File: config.mk
export PLATFORM = sky130hd
export DESIGN_NAME = bzfc_merge
export DESIGN_NICKNAME = d
export VERILOG_FILES = /design/src/rtl/core/bzfc_pkg.sv /design/src/rtl/core/bzfc_merge.sv
export SDC_FILE = /design/constraint.sdc
export NUM_CORES = 1
export LEC_CHECK = 0
export BUFFER_PORTS_ARGS = -buffer_cell sky130_fd_sc_hd__buf_2
export CAP_MARGIN = 20
export CORE_UTILIZATION = 24
export CTS_CLUSTER_DIAMETER = 80
export DETAILED_ROUTE_END_ITERATION = 8
export HOLD_SLACK_MARGIN = 0.12
export SLEW_MARGIN = 20
export SYNTH_ARGS = -nofsm -noshare
export SYNTH_HDL_FRONTEND = slang
export SYNTH_SLANG_ARGS = --single-unit
File: constraint.sdc
create_clock -name clk_i -period 3.8 [get_ports clk_i]
set_input_delay 0.57 -clock clk_i [delete_from_list [all_inputs] [get_ports clk_i]]
set_output_delay 0.57 -clock clk_i [all_outputs]
set_load 0.02 [all_outputs]
File: src/rtl/core/bzfc_pkg.sv
// Package: types, constants and helpers shared by the band z-score fault classifier.
`timescale 1ns / 1ps
package bzfc_pkg;

  localparam int FRAC_BITS = 16;
  localparam int NUM_BANDS = 4;
  localparam int BAND_W    = 2;
  localparam int IN_W      = 32;
  localparam int NUM_W     = IN_W + FRAC_BITS;
  localparam int TH_W      = 31;
  localparam int CONF_W    = 31;
  localparam int LABEL_W   = 3;
  localparam int ADDR_W    = 3;
  localparam int DATA_W    = 32;
  localparam int LATENCY   = NUM_W + 3;

  localparam logic [IN_W-1:0] DEV_ONE = IN_W'(64'd1 << FRAC_BITS);
  localparam logic [IN_W-1:0] DEV_MIN = IN_W'((64'd1 << FRAC_BITS) / 10000);

  localparam logic [TH_W-1:0] TH_RESET = TH_W'(131072);

  // register index, taken from paddr above the byte offset
  localparam logic REG_Z_THRESHOLD = 1'b0;

  typedef enum logic [LABEL_W-1:0] {
    LABEL_NORMAL     = 3'd0,
    LABEL_UNBALANCE  = 3'd1,
    LABEL_MISALIGN   = 3'd2,
    LABEL_OUTER_RACE = 3'd3,
    LABEL_INNER_RACE = 3'd4
  } bzfc_label_e;

  typedef struct packed {
    logic [IN_W-1:0] energy_band0;
    logic [IN_W-1:0] energy_band1;
    logic [IN_W-1:0] energy_band2;
    logic [IN_W-1:0] energy_band3;
    logic [IN_W-1:0] mean_band0;
    logic [IN_W-1:0] mean_band1;
    logic [IN_W-1:0] mean_band2;
    logic [IN_W-1:0] mean_band3;
    logic [IN_W-1:0] dev_band0;
    logic [IN_W-1:0] dev_band1;
    logic [IN_W-1:0] dev_band2;
    logic [IN_W-1:0] dev_band3;
  } bzfc_req_t;

  typedef struct packed {
    logic [LABEL_W-1:0] fault_label;
    logic [CONF_W-1:0]  confidence;
  } bzfc_res_t;

  typedef struct packed {
    logic             valid;
    logic             neg;
    logic [NUM_W-1:0] quot;
  } bzfc_lane_t;

  function automatic bzfc_label_e band_label(input logic [BAND_W-1:0] band);
    bzfc_label_e lbl;
    case (band)
      2'd0:    lbl = LABEL_UNBALANCE;
      2'd1:    lbl = LABEL_MISALIGN;
      2'd2:    lbl = LABEL_OUTER_RACE;
      2'd3:    lbl = LABEL_INNER_RACE;
      default: lbl = LABEL_NORMAL;
    endcase
    return lbl;
  endfunction

endpackage

File: src/rtl/core/bzfc_merge.sv
// Merge: argmax over the lane scores, threshold test, label and saturated confidence.
`timescale 1ns / 1ps
module bzfc_merge (
  input  logic                       clk_i,
  input  logic                       rst_ni,
  input  bzfc_pkg::bzfc_lane_t       lane_i [bzfc_pkg::NUM_BANDS],
  input  logic [bzfc_pkg::TH_W-1:0]  thresh_i,
  output logic                       done_o,
  output bzfc_pkg::bzfc_res_t        res_o
);
  import bzfc_pkg::*;

  typedef logic signed [NUM_W:0] score_t;

  localparam score_t CONF_MAX = score_t'({CONF_W{1'b1}});

  function automatic score_t to_score(input bzfc_lane_t l);
    score_t s;
    s = $signed({1'b0, l.quot});
    return l.neg ? -s : s;
  endfunction

  score_t s0, s1, s2, s3;
  logic   pick1, pick3, pick_hi;

  logic              va_q, vb_q, done_q;
  score_t            w01_q, w23_q, best_q;
  logic [BAND_W-1:0] i01_q, i23_q, ibest_q;
  bzfc_res_t         res_d, res_q;
  score_t            th_s;

  always_comb begin
    s0    = to_score(lane_i[0]);
    s1    = to_score(lane_i[1]);
    s2    = to_score(lane_i[2]);
    s3    = to_score(lane_i[3]);
    pick1 = s1 > s0;
    pick3 = s3 > s2;
    pick_hi = w23_q > w01_q;
  end

  always_comb begin
    th_s = $signed({{(NUM_W + 1 - TH_W){1'b0}}, thresh_i});
    if (best_q < th_s) begin
      res_d.fault_label = LABEL_NORMAL;
      res_d.confidence  = '0;
    end else begin
      res_d.fault_label = band_label(ibest_q);
      res_d.confidence  = (best_q > CONF_MAX) ? CONF_MAX[CONF_W-1:0] : best_q[CONF_W-1:0];
    end
  end

  always_ff @(posedge clk_i or negedge rst_ni) begin
    if (!rst_ni) begin
      va_q   <= 1'b0;
      vb_q   <= 1'b0;
      done_q <= 1'b0;
    end else begin
      va_q   <= lane_i[0].valid;
      vb_q   <= va_q;
      done_q <= vb_q;
    end
  end

  always_ff @(posedge clk_i) begin
    w01_q   <= pick1 ? s1 : s0;
    i01_q   <= pick1 ? BAND_W'(1) : BAND_W'(0);
    w23_q   <= pick3 ? s3 : s2;
    i23_q   <= pick3 ? BAND_W'(3) : BAND_W'(2);
    best_q  <= pick_hi ? w23_q : w01_q;
    ibest_q <= pick_hi ? i23_q : i01_q;
    res_q   <= res_d;
  end

  assign done_o = done_q;
  assign res_o  = res_q;

endmodule

======== After elaboration in Yosys (flattened, before gate mapping) ========
Index checks and enable logic that the tools add are counted.
Widths: inputs -> output; s select.
storage, ports and cells
  bits in registers ....................... 189
  input bits .............................. 233
  output and inout port bits .............. 35
  logic and storage cells ................. 36
cells by class
  $add $sub $neg .......................... 4
  magnitude comparators ................... 5
  eq/ne operators ......................... 3
  multiplexer cells ....................... 12
  reduce and logical (&&, ||, !) cells .... 1
operators with widths
  operator              count
  $mux 49               7
  $neg 48->49           4
  $gt 49x49->1          3
  $gt 49x32->1 const B  1
  $lt 49x32->1          1
  $mux 31               1
  $pmux 3 s4            1
  $eq 2x2->1 const B    2
  $eq 2x1->1 const B    1
  $logic_not 2->1       1
  $mux 1                2
  $mux 2                1

======== Longest topological paths before layout ========
  depth after elaboration ................. 4
  mapped depth ............................ 20
  mapped depth without buffers ............ 17

======== Worst setup path before layout ========
OpenSTA, ideal clock, no wires.
  kind .................................... input port to flip-flop
  start ................................... in lane_i[109] (netlist name)
  end ..................................... reg w01_q[2]
  arrival time ............................ 5487 ps
  data required time ...................... 3679 ps
  path slack .............................. -1808 ps
  cell stages on the path ................. 18
  path through ............................ or4_4 -> or4_4 -> or4_4 -> buf_6 -> or4_4 -> buf_6 -> o31ai_2 -> xor2_1 -> inv_1 -> ha_1 -> nand4_1 -> nor4_1 -> nand3_1 -> and4b_1 -> a211oi_1 -> a31oi_1 -> clkbuf_1 -> mux2_2
on the way
  word-level cells in the longest chain between the ends .. 4
ends and longest elaborated chain
  what                  RTL line          source
  from (decl)           bzfc_merge.sv:6   input bzfc_pkg::bzfc_lane_t lane_i [bzfc_pkg::NUM_BANDS],
  $neg 48->49           bzfc_merge.sv:20  return l.neg ? -s : s;
  $mux 49 *             bzfc_merge.sv:20
  $gt 49x49->1 *        bzfc_merge.sv:37  pick1 = s1 > s0;
  $mux 49 *             bzfc_merge.sv:66  w01_q <= pick1 ? s1 : s0;
  to (signal assigned)  bzfc_merge.sv:66
  to (decl)             bzfc_merge.sv:27  score_t w01_q, w23_q, best_q;
Every way passes the cells marked *; elsewhere a longest branch is shown, timed or not.
A chain may end at the register's enable or synchronous reset.

======== Final worst setup path ========
  start ................................... in lane_i[109] (netlist name)
  end ..................................... reg w01_q[7]
The elaborated chain is that of the path after synthesis.

==> flow_summary.yaml <==
outcome:
  status: "finished with violations"
  violations: "negative setup slack"
worst_setup_path:
  crit_buf_inv: 5
  r2r_start: "w01_q[32]"
  worstPathCellList: "buf_6, or4_4, or4_4, or4_4, or4_4, buf_6, o21ai_2, xor2_1, inv_1, ha_1, nand4_1, nor4_4, nand4_1, or4_4, a21oi_4, a31oi_4, buf_12, clkbuf_16, mux2i_1"
  cp_data_required_time_ps: 4120
  cp-startpoint: "lane_i[109]"
  crit_path_end_kind: "register"
  max_stage_delay_ps: 550
  critical_path_class: "primary input to register"
  worst_setup_path_start_kind: "primary input"
  crit_slowest_cell: "or4_4"
  path_common_cell: "or4_4"
  cp.arrival_ps: 5270
  critical_path.max_fanout: 10
  cpLargestDelayFamily: "simple AND/OR/NAND/NOR gates"
route:
  drtPass1Iterations: 4
  wl_mm: 51.8
  vias: 14946
  avgViaCountPerCell: 4.57
  drc: 0
  drtIter0Drc: 523
  ant_nets: 0
  wl_per_cell_um: 15.9
floorplanning:
  die_area_um2: 62100
  die_w_um: 249
  die_h_um: 249
  core.rowCount: 90
  initial_core_util_pct: 24.3
  fp.coreArea_um2: 60400
  ios: 268
cells_and_area:
  syn2layout_area_growth_pct: 52.0
  finalInstanceArea_um2: 22300
  nets: 2888
  final_cell_mix: "513 x buf_4, 260 x buf_2, 194 x inv_1, 185 x dfxtp_1, 184 x ha_1"
  drive_gt1_share_pct: 39.4
  final_common_cell: "buf_4"
timing:
  fmax_ghz: 0.202
  period_needed_ps: 4950
  maxSlewViolCount: 0
  finalClockSkew_ps: 14.1
  period_share_pct: 130
  hold_violations: 0
  whs_ps: 242
  rsz0062_at_grt: "yes"
  slew_headroom_pct: 52.5
  tightest_slew_ps: 712
  setup_tns_ps: -100900
  fin_ws_ps: -1150
  setup_viol: 100
global_route:
  grtUsageMet2_pct: 31.7
  globalRouteOverflowTotal: 0
  grt_max_degree: 64
  antenna_found_initial: 6
  grtUsageMet1_pct: 18.0
  grt_use_met3_pct: 2.59
  grt_pass1_wl_mm: 79.7
  grt_usage_pct: 16.3
  first_global_vias: 15148
  top_usage_layer: "met2"
clocking:
  numCtsBuffers: 17
  cts.sinks: 188
  htreeDepth: 4
  clockBufferDepth: 2
  insertion_delay_ps: 450
  clk_pin_slew_worst_paths_ps: 80
  clock_tree.root_cell: "clkbuf_16"
  cts_tree: "yes"
power:
  ir_drop_uv: 327
  p_per_area_nw_per_um2: 396
  totalPowerFinal_mw: 8.82
  leakage_nw: 10.9
synthesis:
  avgSynthCellArea_um2: 8.60
  syn_inst: 1706
  syn_area_um2: 14700
  synth.distinct_cells: 58
  yosys_warnings: 0
  synth-main-ff-cell: "dfxtp_1"
  synth-edff-count: 0
  ys_seq_elements: 188
  syn-num-nets: 2123
  synth_async_sr_flop_share_pct: 1.60
  yosysSeqAreaShare_pct: 25.8
min_path:
  hp-class: "primary input to register"
  min-delay-start: "lane_i[199]"
job:
  max_cap_violations: 0
placement:
  post_dp_cell_area_um2: 20700
  io_buffers: 264
  finalWeightedCongestion: 0.873
  dpl.hpwl_mm: 43.0
-- routing by layer --
metal / share of wire (%) / vias up
met5: 0.079 / -
met1: 41 / 6891
met3: 3.4 / 78
met4: 2.6 / 6
li1: - / 7695
met2: 53 / 276
-- cell type report --
type                    count  area (um^2)
repair buffers            813         5820
multi-input cells        1257        10400
well taps                 782          978
clock inverters            14          129
inverters                 194          728
fillers                  6209        38100
flip-flops and latches    188         3780
diodes                      3         7.51
clock buffers              18          439
-- path summary, 6_finish.rpt --
kind	slack (ps)	depth (start not counted)	endpoint
max in group asynchronous	3240	2	va_q
worst min register to register	350	0	done_o
min in group asynchronous	450	2	done_o
worst max-delay path	-1150	19	w01_q[7]
worst max register to register	590	10	best_q[29]
worst min-delay path	240	1	va_q
-- worst register-to-register path, delay by kind of cell (launching register included) --
family,cells,cell delay (ps)
buf+inv,2,510
mux,1,470
simple gates,3,760
fa+ha+maj,1,290
flops,1,370
compound gates,3,670
-- what timing repair did --
action / 4_1_cts / 5_1_grt
hold endpoints to repair: 3 / 0
pin swaps: 29 / 26
buffers inserted: 43 / 9
endpoints found under the setup margin: 100 / 100
hold buffers: 1 / 0
cloned: 4 / 2
resized for setup: 63 / 41
-- flip-flops by register name (all words and copies together) (netlist names) --
signal	flops
i23_q	1
done_o	1
ibest_q	2
best_q	49
res_o	34
vb_q	1
i01_q	1
w01_q	49
va_q	1
w23_q	49
-- power breakdown --
group | total (mW) | internal, mW | switching, mW
Sequential | 3.01 | 2.58 | 0.435
Clock | 1.74 | 0.885 | 0.854
Combinational | 4.07 | 2.06 | 2.01
-- through the flow --
stage | setup slack (ps) | std cells | util (%)
6_report | -1150 | 3269 | 36.9
3_3_place_gp | -1610 | 3183 | 34.3
5_1_grt | -1290 | 3268 | 36.9
4_1_cts | -1130 | 3261 | 36.5
3_5_place_dp | -1730 | 3183 | 34.3
2_1_floorplan | -1430 | 1706 | -
-- logic make-up (layout without fill, tap and decap cells) --
family                   Yosys count  after routing  share of synthesized area, %
multiplexers                     150            150                          10.7
buffers and inverters            261           1039                          6.78
other                              0              3                             0
AND/OR/NAND/NOR                  374            374                          13.4
AO/OA/AOI/OAI                    365            365                          16.7
XOR/XNOR                         184            184                          11.0
flip-flops                       188            188                          25.8
adder cells (fa/ha/maj)          184            184                          15.7
-- synthesized netlist by cell type (20+ instances only) --
| cell type | number | area [um^2] |
|---|---|---|
| mux2_2 | 53 | 597 |
| xor2_1 | 163 | 1430 |
| inv_1 | 194 | 728 |
| a21o_1 | 20 | 150 |
| o21ai_0 | 92 | 460 |
| nor2_1 | 79 | 297 |
| o32ai_1 | 34 | 298 |
| xnor2_1 | 21 | 184 |
| dfxtp_1 | 185 | 3700 |
| nand2b_1 | 20 | 125 |
| ha_1 | 184 | 2300 |
| mux2i_1 | 97 | 971 |
| nand2_1 | 91 | 342 |
| o31ai_1 | 50 | 375 |
| or3_1 | 27 | 169 |
| nor3_1 | 24 | 120 |
| a21oi_1 | 66 | 330 |
| clkbuf_1 | 63 | 236 |
| nor4_1 | 21 | 131 |
| o41ai_1 | 25 | 219 |
| o211ai_1 | 34 | 255 |
| nand4_1 | 31 | 194 |
| or4_1 | 26 | 195 |
No activity file was read; power rests on OpenSTA's default activity.
